--- src/design/ttfw_pkg.sv ---
// shared types, constants and functions for the tilt to four-way controls block
package ttfw_pkg;

  localparam int unsigned TimeBits  = 48;
  localparam int unsigned AngFrac   = 7;
  localparam int unsigned CordSteps = 16;
  localparam int unsigned TabFrac   = 16;
  // cordic working width: inputs scaled by 256 plus growth
  localparam int unsigned CW        = 28;
  localparam int unsigned ZW        = 26;
  localparam logic signed [15:0] HalfTurn = 16'sd23040;

  localparam logic [TimeBits-1:0] CoinUs  = TimeBits'(100000);
  localparam logic [TimeBits-1:0] GapUs   = TimeBits'(500000);
  localparam logic [TimeBits-1:0] StartUs = TimeBits'(600000);

  typedef enum logic [2:0] {
    REG_THRESHOLD = 3'd0,
    REG_INV_ROLL  = 3'd1,
    REG_INV_PITCH = 3'd2,
    REG_PERIOD    = 3'd3,
    REG_LONG      = 3'd4,
    REG_SHORT     = 3'd5,
    REG_SENSOR    = 3'd6
  } reg_idx_e;

  typedef enum logic [1:0] {
    PH_IDLE  = 2'd0,
    PH_COIN  = 2'd1,
    PH_GAP   = 2'd2,
    PH_START = 2'd3
  } phase_e;

  typedef enum logic [1:0] {
    DIR_NONE = 2'd0,
    DIR_POS  = 2'd1,
    DIR_NEG  = 2'd2
  } dir_e;

  typedef enum logic [2:0] {
    ST_IDLE,
    ST_SQRT,
    ST_ROLL,
    ST_PITCH,
    ST_FINISH,
    ST_OUT
  } state_e;

  // controller to datapath
  typedef struct packed {
    logic load;       // latch input sample, start sqrt
    logic sqrt_step;
    logic roll_init;
    logic pitch_init;
    logic cord_step;
    logic roll_save;
    logic pitch_save;
    logic finish;     // apply capture/evaluation, build result
  } dp_cmd_t;

  // datapath to controller
  typedef struct packed {
    logic sqrt_done;
    logic cord_done;
    logic need_angles;
  } dp_sts_t;

  function automatic logic [ZW-1:0] atan_tab(input logic [4:0] i);
    logic [ZW-1:0] r;
    case (i)
      5'd0: r = ZW'(2949120);  5'd1: r = ZW'(1740967);
      5'd2: r = ZW'(919879);   5'd3: r = ZW'(466945);
      5'd4: r = ZW'(234379);   5'd5: r = ZW'(117304);
      5'd6: r = ZW'(58666);    5'd7: r = ZW'(29335);
      5'd8: r = ZW'(14668);    5'd9: r = ZW'(7334);
      5'd10: r = ZW'(3667);    5'd11: r = ZW'(1833);
      5'd12: r = ZW'(917);     5'd13: r = ZW'(458);
      5'd14: r = ZW'(229);     5'd15: r = ZW'(115);
      default: r = '0;
    endcase
    return r;
  endfunction

endpackage

--- src/design/ttfw_ctrl.sv ---
// controller state machine sequencing sqrt, two cordic runs and the result
module ttfw_ctrl import ttfw_pkg::*; (
  input  logic    clk_i,
  input  logic    rst_ni,
  input  logic    in_valid_i,
  output logic    in_stall_o,
  output logic    out_valid_o,
  input  logic    out_stall_i,
  input  dp_sts_t sts_i,
  output dp_cmd_t cmd_o
);

  state_e state_q, state_d;

  always_ff @(posedge clk_i or negedge rst_ni) begin
    if (!rst_ni) begin
      state_q <= ST_IDLE;
    end else begin
      state_q <= state_d;
    end
  end

  always_comb begin
    state_d = state_q;
    case (state_q)
      ST_IDLE:   if (in_valid_i) state_d = ST_SQRT;
      ST_SQRT:   if (sts_i.sqrt_done) state_d = ST_ROLL;
      ST_ROLL:   if (sts_i.cord_done) state_d = ST_PITCH;
      ST_PITCH:  if (sts_i.cord_done) state_d = ST_FINISH;
      ST_FINISH: state_d = ST_OUT;
      ST_OUT:    if (!out_stall_i) state_d = ST_IDLE;
      default:   state_d = ST_IDLE;
    endcase
  end

  always_comb begin
    cmd_o       = '0;
    in_stall_o  = 1'b1;
    out_valid_o = 1'b0;
    case (state_q)
      ST_IDLE: begin
        in_stall_o = 1'b0;
        cmd_o.load = in_valid_i;
      end
      ST_SQRT: begin
        cmd_o.sqrt_step = ~sts_i.sqrt_done;
        cmd_o.roll_init = sts_i.sqrt_done;
      end
      ST_ROLL: begin
        cmd_o.cord_step  = ~sts_i.cord_done;
        cmd_o.roll_save  = sts_i.cord_done;
        cmd_o.pitch_init = sts_i.cord_done;
      end
      ST_PITCH: begin
        cmd_o.cord_step  = ~sts_i.cord_done;
        cmd_o.pitch_save = sts_i.cord_done;
      end
      ST_FINISH: cmd_o.finish = 1'b1;
      ST_OUT:    out_valid_o = 1'b1;
      default: ;
    endcase
  end

endmodule

--- src/design/ttfw_dp.sv ---
// datapath: sample registers, sqrt, shared cordic, timing state and direction logic
module ttfw_dp import ttfw_pkg::*; (
  input  logic                clk_i,
  input  logic                rst_ni,
  input  dp_cmd_t             cmd_i,
  output dp_sts_t             sts_o,
  input  logic [TimeBits-1:0] now_us_i,
  input  logic                pump_pressed_i,
  input  logic                power_pressed_i,
  input  logic signed [15:0]  accel_x_i,
  input  logic signed [15:0]  accel_y_i,
  input  logic signed [15:0]  accel_z_i,
  input  logic [14:0]         thr_i,
  input  logic                inv_roll_i,
  input  logic                inv_pitch_i,
  input  logic [19:0]         period_i,
  input  logic [23:0]         long_i,
  input  logic [23:0]         short_i,
  input  logic                sensor_i,
  output logic [7:0]          res_o
);

  // latched poll
  logic [TimeBits-1:0] now_q;
  logic                pump_q, pwr_q;
  logic signed [15:0]  ax_q, ay_q, az_q;

  // persistent state
  logic                pwr_was_q, nvalid_q;
  logic [TimeBits-1:0] pdown_q, seq_t_q, last_q;
  phase_e              phase_q;
  logic signed [15:0]  nroll_q, npitch_q;
  dir_e                hdir_q, vdir_q;
  logic [7:0]          res_q;

  // sqrt: radicand (ax^2+ay^2)<<16 fits 48 bits; root fits 24
  logic [47:0] rem_q;
  logic [23:0] root_q;
  logic [4:0]  sq_cnt_q;
  logic [49:0] sq_trial;
  logic [49:0] sq_rem_sh;

  // squares of the incoming sample, taken as the poll is latched
  logic [31:0] ax2, ay2;
  logic [31:0] sumsq;
  assign ax2   = unsigned'(32'(accel_x_i * accel_x_i));
  assign ay2   = unsigned'(32'(accel_y_i * accel_y_i));
  assign sumsq = ax2 + ay2;

  // restoring sqrt, one result bit per cycle; shift-in radicand held in sqv_q
  logic [47:0] sqv_q;
  always_comb begin
    sq_rem_sh = {rem_q, sqv_q[47:46]};
    sq_trial  = sq_rem_sh - {24'd0, root_q, 2'b01};
  end

  // cordic
  logic signed [CW-1:0] cx_q, cy_q;
  logic signed [ZW-1:0] cz_q;
  logic [4:0]           ci_q;
  logic signed [CW-1:0] dx, dy;
  assign dx = cy_q >>> ci_q;
  assign dy = cx_q >>> ci_q;

  logic signed [15:0] roll_q, pitch_q;

  // rounding and clamp of cordic angle
  logic signed [ZW-1:0] zr;
  logic signed [ZW-1:0] zang;
  logic signed [15:0]   ang;
  always_comb begin
    zr   = cz_q + ZW'(1 << (TabFrac - AngFrac - 1));
    zang = zr >>> (TabFrac - AngFrac);
    if (zang > ZW'(HalfTurn)) ang = HalfTurn;
    else if (zang < -ZW'(HalfTurn)) ang = -HalfTurn;
    else ang = zang[15:0];
  end

  // cordic pre-rotation
  function automatic void pre_rot(input logic signed [CW-1:0] y, input logic signed [CW-1:0] x,
                                  output logic signed [CW-1:0] xo,
                                  output logic signed [CW-1:0] yo,
                                  output logic signed [ZW-1:0] zo);
    xo = x; yo = y; zo = '0;
    if (x < 0) begin
      if (y >= 0) begin
        xo = y; yo = -x; zo = ZW'(90 <<< TabFrac);
      end else begin
        xo = -y; yo = x; zo = -ZW'(90 <<< TabFrac);
      end
    end
  endfunction

  logic signed [CW-1:0] rx0, ry0, px0, py0;
  logic signed [ZW-1:0] rz0, pz0;
  logic signed [CW-1:0] ay_s, ax_s, az_s, hyp_s;
  always_comb begin
    ay_s  = CW'(ay_q) <<< 8;
    ax_s  = CW'(ax_q) <<< 8;
    az_s  = CW'(az_q) <<< 8;
    hyp_s = CW'(signed'({1'b0, root_q}));
    pre_rot(ay_s, ax_s, rx0, ry0, rz0);
    pre_rot(az_s, hyp_s, px0, py0, pz0);
  end
  logic zero_q;

  // timing
  logic [TimeBits-1:0] el_pwr, el_seq, el_smp;
  assign el_pwr = now_q - pdown_q;
  assign el_seq = now_q - seq_t_q;
  assign el_smp = now_q - last_q;

  logic need;
  assign need = (sensor_i && (el_smp >= TimeBits'(period_i)))
             || (pump_q && !nvalid_q && sensor_i)
             || (!pwr_q && pwr_was_q);

  assign sts_o.sqrt_done   = (sq_cnt_q == 5'd24);
  assign sts_o.cord_done   = (ci_q == 5'(CordSteps));
  assign sts_o.need_angles = need;

  // evaluation combinational
  logic signed [16:0] dr, dp, rw, pw, ar, ap;
  logic signed [16:0] thr_s;
  always_comb begin
    dr = 17'(roll_q) - 17'(nroll_q);
    dp = 17'(pitch_q) - 17'(npitch_q);
    rw = dr; pw = dp;
    if (dr > 17'(HalfTurn)) rw = dr - 17'sd46080;
    else if (dr < -17'(HalfTurn)) rw = dr + 17'sd46080;
    if (dp > 17'(HalfTurn)) pw = dp - 17'sd46080;
    else if (dp < -17'(HalfTurn)) pw = dp + 17'sd46080;
    if (inv_roll_i)  rw = -rw;
    if (inv_pitch_i) pw = -pw;
    ar = (rw < 0) ? -rw : rw;
    ap = (pw < 0) ? -pw : pw;
    thr_s = signed'({2'b00, thr_i});
  end

  always_ff @(posedge clk_i or negedge rst_ni) begin
    if (!rst_ni) begin
      pwr_was_q <= 1'b0;
      nvalid_q  <= 1'b0;
      pdown_q   <= '0;
      seq_t_q   <= '0;
      last_q    <= '0;
      phase_q   <= PH_IDLE;
      nroll_q   <= '0;
      npitch_q  <= '0;
      hdir_q    <= DIR_NONE;
      vdir_q    <= DIR_NONE;
      res_q     <= '0;
      sq_cnt_q  <= '0;
      ci_q      <= '0;
    end else begin
      if (cmd_i.load) begin
        sq_cnt_q <= '0;
      end else if (cmd_i.sqrt_step) begin
        sq_cnt_q <= sq_cnt_q + 5'd1;
      end
      if (cmd_i.roll_init || cmd_i.pitch_init) begin
        ci_q <= '0;
      end else if (cmd_i.cord_step) begin
        ci_q <= ci_q + 5'd1;
      end
      if (cmd_i.finish) begin
        logic cap, off, coin, start, eval;
        logic [TimeBits-1:0] pd, st, elp;
        phase_e ph;
        dir_e h, v;
        cap = 1'b0; off = 1'b0; coin = 1'b0; start = 1'b0;
        pd = pdown_q; st = seq_t_q; ph = phase_q; h = hdir_q; v = vdir_q;
        if (pump_q && !nvalid_q && sensor_i) cap = 1'b1;
        if (pwr_q && !pwr_was_q) pd = now_q;
        elp = now_q - pd;
        if (pwr_q && elp >= TimeBits'(long_i)) off = 1'b1;
        if (!pwr_q && pwr_was_q && elp < TimeBits'(short_i) && ph == PH_IDLE) begin
          ph = PH_COIN; st = now_q;
          if (sensor_i) cap = 1'b1;
        end
        if (cap) begin
          h = DIR_NONE; v = DIR_NONE;
        end
        case (ph)
          PH_COIN:  begin coin = 1'b1; if (now_q - st > CoinUs) ph = PH_GAP; end
          PH_GAP:   if (now_q - st > GapUs) ph = PH_START;
          PH_START: begin start = 1'b1; if (now_q - st > StartUs) ph = PH_IDLE; end
          default: ;
        endcase
        eval = sensor_i && (el_smp >= TimeBits'(period_i));
        if (eval) begin
          last_q <= now_q;
          h = DIR_NONE; v = DIR_NONE;
          // with fresh capture the relative angle is zero
          if (!(cap || !nvalid_q)) begin
            if (ar >= ap) begin
              if (rw > thr_s) h = DIR_POS;
              else if (rw < -thr_s) h = DIR_NEG;
            end else begin
              if (pw > thr_s) v = DIR_POS;
              else if (pw < -thr_s) v = DIR_NEG;
            end
          end
        end
        if (cap || (eval && !nvalid_q)) begin
          nroll_q  <= roll_q;
          npitch_q <= pitch_q;
          nvalid_q <= 1'b1;
        end
        pwr_was_q <= pwr_q;
        pdown_q   <= pd;
        seq_t_q   <= st;
        phase_q   <= ph;
        hdir_q    <= h;
        vdir_q    <= v;
        res_q     <= {off, start, coin, pump_q, v == DIR_NEG, v == DIR_POS,
                      h == DIR_POS, h == DIR_NEG};
      end
    end
  end

  // payload registers
  always_ff @(posedge clk_i) begin
    if (cmd_i.load) begin
      now_q  <= now_us_i;
      pump_q <= pump_pressed_i;
      pwr_q  <= power_pressed_i;
      ax_q   <= accel_x_i;
      ay_q   <= accel_y_i;
      az_q   <= accel_z_i;
      rem_q  <= '0;
      root_q <= '0;
    end else if (cmd_i.sqrt_step) begin
      if (!sq_trial[49]) begin
        rem_q  <= sq_trial[47:0];
        root_q <= {root_q[22:0], 1'b1};
      end else begin
        rem_q  <= sq_rem_sh[47:0];
        root_q <= {root_q[22:0], 1'b0};
      end
    end
    if (cmd_i.load) begin
      sqv_q <= {sumsq, 16'd0};
    end else if (cmd_i.sqrt_step) begin
      sqv_q <= {sqv_q[45:0], 2'b00};
    end
    if (cmd_i.roll_init) begin
      cx_q <= rx0; cy_q <= ry0; cz_q <= rz0;
      zero_q <= (ax_q == 0) && (ay_q == 0);
    end else if (cmd_i.pitch_init) begin
      cx_q <= px0; cy_q <= py0; cz_q <= pz0;
      zero_q <= (az_q == 0) && (root_q == 0);
    end else if (cmd_i.cord_step) begin
      if (cy_q > 0) begin
        cx_q <= cx_q + dx; cy_q <= cy_q - dy; cz_q <= cz_q + signed'(atan_tab(ci_q));
      end else begin
        cx_q <= cx_q - dx; cy_q <= cy_q + dy; cz_q <= cz_q - signed'(atan_tab(ci_q));
      end
    end
    if (cmd_i.roll_save)  roll_q  <= zero_q ? '0 : ang;
    if (cmd_i.pitch_save) pitch_q <= zero_q ? '0 : ang;
  end

  assign res_o = res_q;

endmodule

--- src/design/tilt_to_four_way_controls_top.sv ---
// top level of the tilt to four-way controls block
//
//  channel | direction | handshake         | payload
//  poll    | in        | in_valid/in_stall | now_us, buttons, accel x/y/z
//  result  | out       | out_valid/stall   | go_*, fire, coin, start_res, power_off
//  config  | in        | cfg_valid/ready   | cfg_index, cfg_data
//
// after the poll is taken the result is built in order: the bit-serial square root
// (24 result bits), the roll and pitch cordic runs on one shared rotator
// (16 iterations each, then save), and a finish step that applies the result
// polls are taken one at a time; the next one is accepted once the result has gone
// stalls on the result side hold the result register and block new polls
// reset clears all timing, sequence, neutral and direction state and loads register defaults
module tilt_to_four_way_controls_top import ttfw_pkg::*; (
  input  logic               clk_i,
  input  logic               rst_ni,
  input  logic               in_valid_i,
  output logic               in_stall_o,
  input  logic [47:0]        now_us_i,
  input  logic               pump_pressed_i,
  input  logic               power_pressed_i,
  input  logic signed [15:0] accel_x_i,
  input  logic signed [15:0] accel_y_i,
  input  logic signed [15:0] accel_z_i,
  output logic               out_valid_o,
  input  logic               out_stall_i,
  output logic               go_left_o,
  output logic               go_right_o,
  output logic               go_up_o,
  output logic               go_down_o,
  output logic               fire_o,
  output logic               coin_o,
  output logic               start_res_o,
  output logic               power_off_o,
  input  logic               cfg_valid_i,
  output logic               cfg_ready_o,
  input  logic [2:0]         cfg_index_i,
  input  logic [23:0]        cfg_data_i
);

  // configuration registers
  logic [14:0] thr_q;
  logic        inv_roll_q, inv_pitch_q, sensor_q;
  logic [19:0] period_q;
  logic [23:0] long_q, short_q;

  assign cfg_ready_o = 1'b1;

  always_ff @(posedge clk_i or negedge rst_ni) begin
    if (!rst_ni) begin
      thr_q       <= 15'd1280;
      inv_roll_q  <= 1'b1;
      inv_pitch_q <= 1'b1;
      period_q    <= 20'd16000;
      long_q      <= 24'd1000000;
      short_q     <= 24'd400000;
      sensor_q    <= 1'b1;
    end else if (cfg_valid_i) begin
      case (cfg_index_i)
        REG_THRESHOLD: thr_q       <= cfg_data_i[14:0];
        REG_INV_ROLL:  inv_roll_q  <= cfg_data_i[0];
        REG_INV_PITCH: inv_pitch_q <= cfg_data_i[0];
        REG_PERIOD:    period_q    <= cfg_data_i[19:0];
        REG_LONG:      long_q      <= cfg_data_i;
        REG_SHORT:     short_q     <= cfg_data_i;
        REG_SENSOR:    sensor_q    <= cfg_data_i[0];
        default: ;
      endcase
    end
  end

  dp_cmd_t    cmd;
  dp_sts_t    sts;
  logic [7:0] res;

  ttfw_ctrl u_ctrl (
    .clk_i, .rst_ni, .in_valid_i, .in_stall_o, .out_valid_o, .out_stall_i,
    .sts_i(sts), .cmd_o(cmd)
  );

  ttfw_dp u_dp (
    .clk_i, .rst_ni, .cmd_i(cmd), .sts_o(sts),
    .now_us_i, .pump_pressed_i, .power_pressed_i, .accel_x_i, .accel_y_i, .accel_z_i,
    .thr_i(thr_q), .inv_roll_i(inv_roll_q), .inv_pitch_i(inv_pitch_q),
    .period_i(period_q), .long_i(long_q), .short_i(short_q), .sensor_i(sensor_q),
    .res_o(res)
  );

  assign go_left_o   = res[0];
  assign go_right_o  = res[1];
  assign go_up_o     = res[2];
  assign go_down_o   = res[3];
  assign fire_o      = res[4];
  assign coin_o      = res[5];
  assign start_res_o = res[6];
  assign power_off_o = res[7];

  // a transaction in never coincides with a result waiting
  a_no_overlap: assert property (@(posedge clk_i) disable iff (!rst_ni)
    out_valid_o |-> in_stall_o) else $error("poll accepted while result pending");

  // never both horizontal directions
  a_h_excl: assert property (@(posedge clk_i) disable iff (!rst_ni)
    out_valid_o |-> !(go_left_o && go_right_o)) else $error("left and right together");

  // only one axis may move
  a_axis: assert property (@(posedge clk_i) disable iff (!rst_ni)
    out_valid_o && (go_left_o || go_right_o) |-> !(go_up_o || go_down_o))
    else $error("both axes active");

  // coin and start phases are exclusive
  a_seq: assert property (@(posedge clk_i) disable iff (!rst_ni)
    out_valid_o |-> !(coin_o && start_res_o)) else $error("coin and start together");

endmodule
--- config.mk ---
export PLATFORM = sky130hd
export DESIGN_NAME = tilt_to_four_way_controls_top
export DESIGN_NICKNAME = d
export VERILOG_FILES = /design/src/design/ttfw_pkg.sv /design/src/design/ttfw_ctrl.sv /design/src/design/ttfw_dp.sv /design/src/design/tilt_to_four_way_controls_top.sv
export SDC_FILE = /design/constraint.sdc
export NUM_CORES = 2
export LEC_CHECK = 0
export CAP_MARGIN = 20
export CORE_MARGIN = 1.5
export CORE_UTILIZATION = 60
export CTS_CLUSTER_SIZE = 25
export DETAILED_ROUTE_END_ITERATION = 6
export DONT_BUFFER_PORTS = 1
export PLACE_DENSITY = 0.87
export SLEW_MARGIN = 20
export SYNTH_ARGS = -nofsm -noshare
export SYNTH_HDL_FRONTEND = slang
export SYNTH_SLANG_ARGS = --single-unit
export TNS_END_PERCENT = 30
--- constraint.sdc ---
create_clock -name clk_i -period 10.8 [get_ports clk_i]
set_input_delay 1.08 -clock clk_i [delete_from_list [all_inputs] [get_ports clk_i]]
set_output_delay 1.08 -clock clk_i [all_outputs]
set_load 0.1 [all_outputs]
==> results.json <==
{
  "status": "finished, final reports clean",
  "drv_slew": 0,
  "crit_path_max_incr_delay_ns": 0.74,
  "comb_power_share_pct": 80.8,
  "cpMaxStageDelayCell": "a2111oi_0",
  "cp_data_required_time_ns": 11.34,
  "drtIter0Drc": 5623,
  "worstSetupPathType": "reg -> reg",
  "io_buffers": 0,
  "cp-end-kind": "register",
  "drc": 0,
  "layout.cells.non_filler": 9153,
  "fillers": 8789,
  "grt_pass1_wl_um": 303000,
  "relSlewSlack_pct": 19.79,
  "hold_class": "in -> async",
  "area_growth_pct": 5.743,
  "seqPwrFrac_pct": 9.4,
  "async_flop_share_pct": 47.86,
  "drtPass1Iterations": 7,
  "finalHoldViolCount": 0,
  "dp.cells": 9010,
  "clock_latency_ns": 0.65,
  "ys_warn_count": 0,
  "peakVddDrop_mv": 1.234,
  "io_pins": 141,
  "p_sw_share_pct": 50.12,
  "fin_nets": 8837,
  "die_w_um": 341.2,
  "power.switching_mw": 13.43,
  "worstPathArrival_ns": 10.89,
  "pwr_density_cell_mw_per_mm2": 369.1,
  "grt_max_degree": 292,
  "start_kind": "register",
  "die_y_um": 341.2,
  "htreeDepth": 3,
  "max-cap-violations": 0,
  "drive_above_1_share_pct": 6.082,
  "initial_core_util_pct": 60.77,
  "p_leak_nw": 32.64,
  "cts.clk_slew.worst_paths_ns": 0.07,
  "grt_pass1_vias": 57710,
  "synth_area_mm2": 0.06865,
  "ys_seq_area_share_pct": 23.47,
  "synth_edf_count": 245,
  "via_per_inst": 6.253,
  "synth_cells": 7743,
  "root_buffer": "clkbuf_16",
  "synth_ff_type": "dfrtp_1",
  "tritoncts": "yes",
  "period_share_pct": 95.80,
  "ys_seq_elements": 608,
  "final_core_util_pct": 64.26,
  "final_area_mm2": 0.07259,
  "critical_path.max_fanout": 50,
  "numCtsBuffers": 71,
  "cp-startpoint": "u_dp.pwr_q",
  "yosysUniqueCellTypes": 101,
  "fmax_mhz": 96.65,
  "dpl.hpwl_um": 146000,
  "die_area_mm2": 0.1164,
  "grt_usage_pct": 32.22,
  "finClkSkew_ns": 0.02883,
  "finalSetupTns_ns": 0,
  "gp_congestion": 1.005,
  "antenna_found_initial": 13,
  "reg2reg_from": "u_dp.pwr_q",
  "period_minus_slack_ns": 10.35,
  "rsz0062_at_grt": "no",
  "cts.sinks": 608,
  "vias": 57230,
  "setup_viol": 0,
  "coreArea_mm2": 0.1130,
  "grt-ovfl-total": 0,
  "tightest_slew_ns": 1.192,
  "internal_power_mw": 13.36,
  "dpl_cell_area_mm2": 0.06993,
  "ant_nets": 0,
  "wl_um": 189500,
  "clk_path_buf_depth": 3,
  "avgSynthCellArea_um2": 8.866,
  "num_rows": 123,
  "clkPwrFrac_pct": 9.8,
  "wire_per_inst_um": 20.70
}
-- path summary, 6_finish.rpt --
check | endpoint | cells past startpoint | slack, ns
max | u_dp.phase_q[1] | 34 | 0.45
min | u_dp.pdown_q[30] | 0 | 0.14
max reg2reg | u_dp.phase_q[1] | 34 | 0.45
min reg2reg | u_dp.rem_q[46] | 2 | 0.48
max in group asynchronous | u_dp.ci_q[0] | 0 | 10.16
min in group clk_i | u_dp.rem_q[46] | 2 | 0.48
-- final cells by class --
class / instances / area (µm²) / area share [%]
clock buffers: 94 / 2053 / 2.829
multi-input cells: 5889 / 47930 / 66.03
inverters: 952 / 3576 / 4.926
diodes: 7 / 17.52 / 0.02413
well taps: 1500 / 1877 / 2.586
repair buffers: 66 / 543.0 / 0.7481
clock inverters: 37 / 473.0 / 0.6516
flip-flops and latches: 608 / 16120 / 22.20
-- timing repair --
action,CTS,global route
cloned,0,1
gates resized for setup,1,11
endpoints found under the setup margin,2,2
setup buffers,2,0
hold buffers,0,0
pin swaps,1,1
-- placed cells by master (no fill, tap or decap), types with 47 or more instances in the layout --
cell and n:
a211oi_1 68, a21o_1 152, a21oi_1 425, a31oi_1 65, and2_1 132, and3_1 67, buf_4 61, clkbuf_16 76
dfrtp_1 264, dfxtp_1 72, edfxtp_1 245, fa_1 529, ha_1 590, inv_1 945, mux2_2 75, mux2i_1 159
mux4_2 63, nand2_1 813, nand2b_1 86, nand3_1 120, nand4_1 59, nor2_1 476, nor2b_1 64, nor3_1 123
nor4_1 68, o211ai_1 47, o21a_1 75, o21ai_0 580, o31ai_1 52, or3_1 50, xnor2_1 279, xor2_1 171
-- layer usage --
| layer | routed length (µm) | GRT usage [%] | part of all wire, % | vias up |
|---|---|---|---|---|
| met5 | 82 | 0 | 0.043 | - |
| met4 | 10510 | 16.37 | 5.5 | 16 |
| met3 | 16460 | 6.006 | 8.7 | 599 |
| met2 | 88520 | 53.05 | 47 | 2478 |
| met1 | 73920 | 40.63 | 39 | 27650 |
| li1 | - | - | - | 26490 |
-- metrics by stage --
stage          total power [mW]  hold slack (ns)  setup slack, ns
6_report                  26.79           0.1444           0.4532
5_1_grt                   29.09           0.1341          0.04406
4_1_cts                   26.53           0.1221           0.1806
3_5_place_dp              23.77           0.4507          -0.2265
3_3_place_gp              22.40           0.4451          0.04952
2_1_floorplan             18.59           0.4261           0.8070
-- cells in the mapped netlist, drive strengths merged (31+ instances only) --
cell type | instances | area share [%]
dfrtp | 267 | 9.7
o21bai | 43 | 0.47
nor2b | 64 | 0.58
nand3 | 121 | 0.88
clkbuf | 261 | 1.4
xnor2 | 280 | 3.6
dfxtp | 72 | 2.1
or2 | 31 | 0.28
a211oi | 70 | 0.77
o211ai | 48 | 0.54
o22ai | 38 | 0.36
nand2b | 87 | 0.79
and2 | 132 | 1.2
buf | 36 | 0.25
edfxtp | 245 | 11
mux2i | 159 | 2.3
o21a | 75 | 0.82
mux2 | 102 | 1.8
ha | 590 | 11
nor3 | 125 | 0.91
nor4 | 68 | 0.62
fa | 529 | 15
nand2 | 815 | 4.5
a31oi | 66 | 0.61
a21o | 152 | 1.7
o21ai | 587 | 4.3
nor2 | 480 | 2.6
and3 | 67 | 0.61
or3 | 52 | 0.48
nand4 | 59 | 0.54
xor2 | 171 | 2.2
inv | 950 | 5.2
a21oi | 425 | 3.1
mux4 | 63 | 2.1
o31ai | 52 | 0.57
-- power by group through the flow --
| stage | Sequential [mW] | Combinational [mW] | Clock [mW] |
|---|---|---|---|
| after detailed placement | 2.57 | 21.2 | 0 |
| after CTS | 2.52 | 21.4 | 2.64 |
| final | 2.52 | 21.6 | 2.62 |
| after global routing | 2.53 | 23.8 | 2.73 |
| after global placement | 2.56 | 19.8 | 0 |
| after floorplan | 2.54 | 16.0 | 0 |
-- sequential cells by signal (all words and copies together), names as in the netlist, 26 cells and up --
register      flops
u_dp.cx_q        28
u_dp.cy_q        28
u_dp.cz_q        26
u_dp.last_q      48
u_dp.now_q       48
u_dp.pdown_q     48
u_dp.rem_q       48
u_dp.seq_t_q     48
u_dp.sqv_q       32
-- worst max-delay path, delay by kind of cell (launching register included) --
kind,cells,cell delay (ns)
compound gates,12,3.77
flops,1,0.52
simple gates,12,3.29
mux,3,0.50
fa+ha+maj,2,0.87
buf+inv,5,1.27
-- cells by family after synthesis --
kind of cell | after synthesis | synth area share [%]
and+or+nand+nor | 2186 | 15.01
other | 2 | 0.01094
AOI/OAI and AO/OA | 1800 | 16.42
buffers and inverters | 1249 | 6.884
muxes | 324 | 6.206
adders and majority gates | 1123 | 26.24
DFF | 608 | 23.47
xor gates and xnor gates | 451 | 5.754
Note: power is estimated with default switching activity, not from simulation.
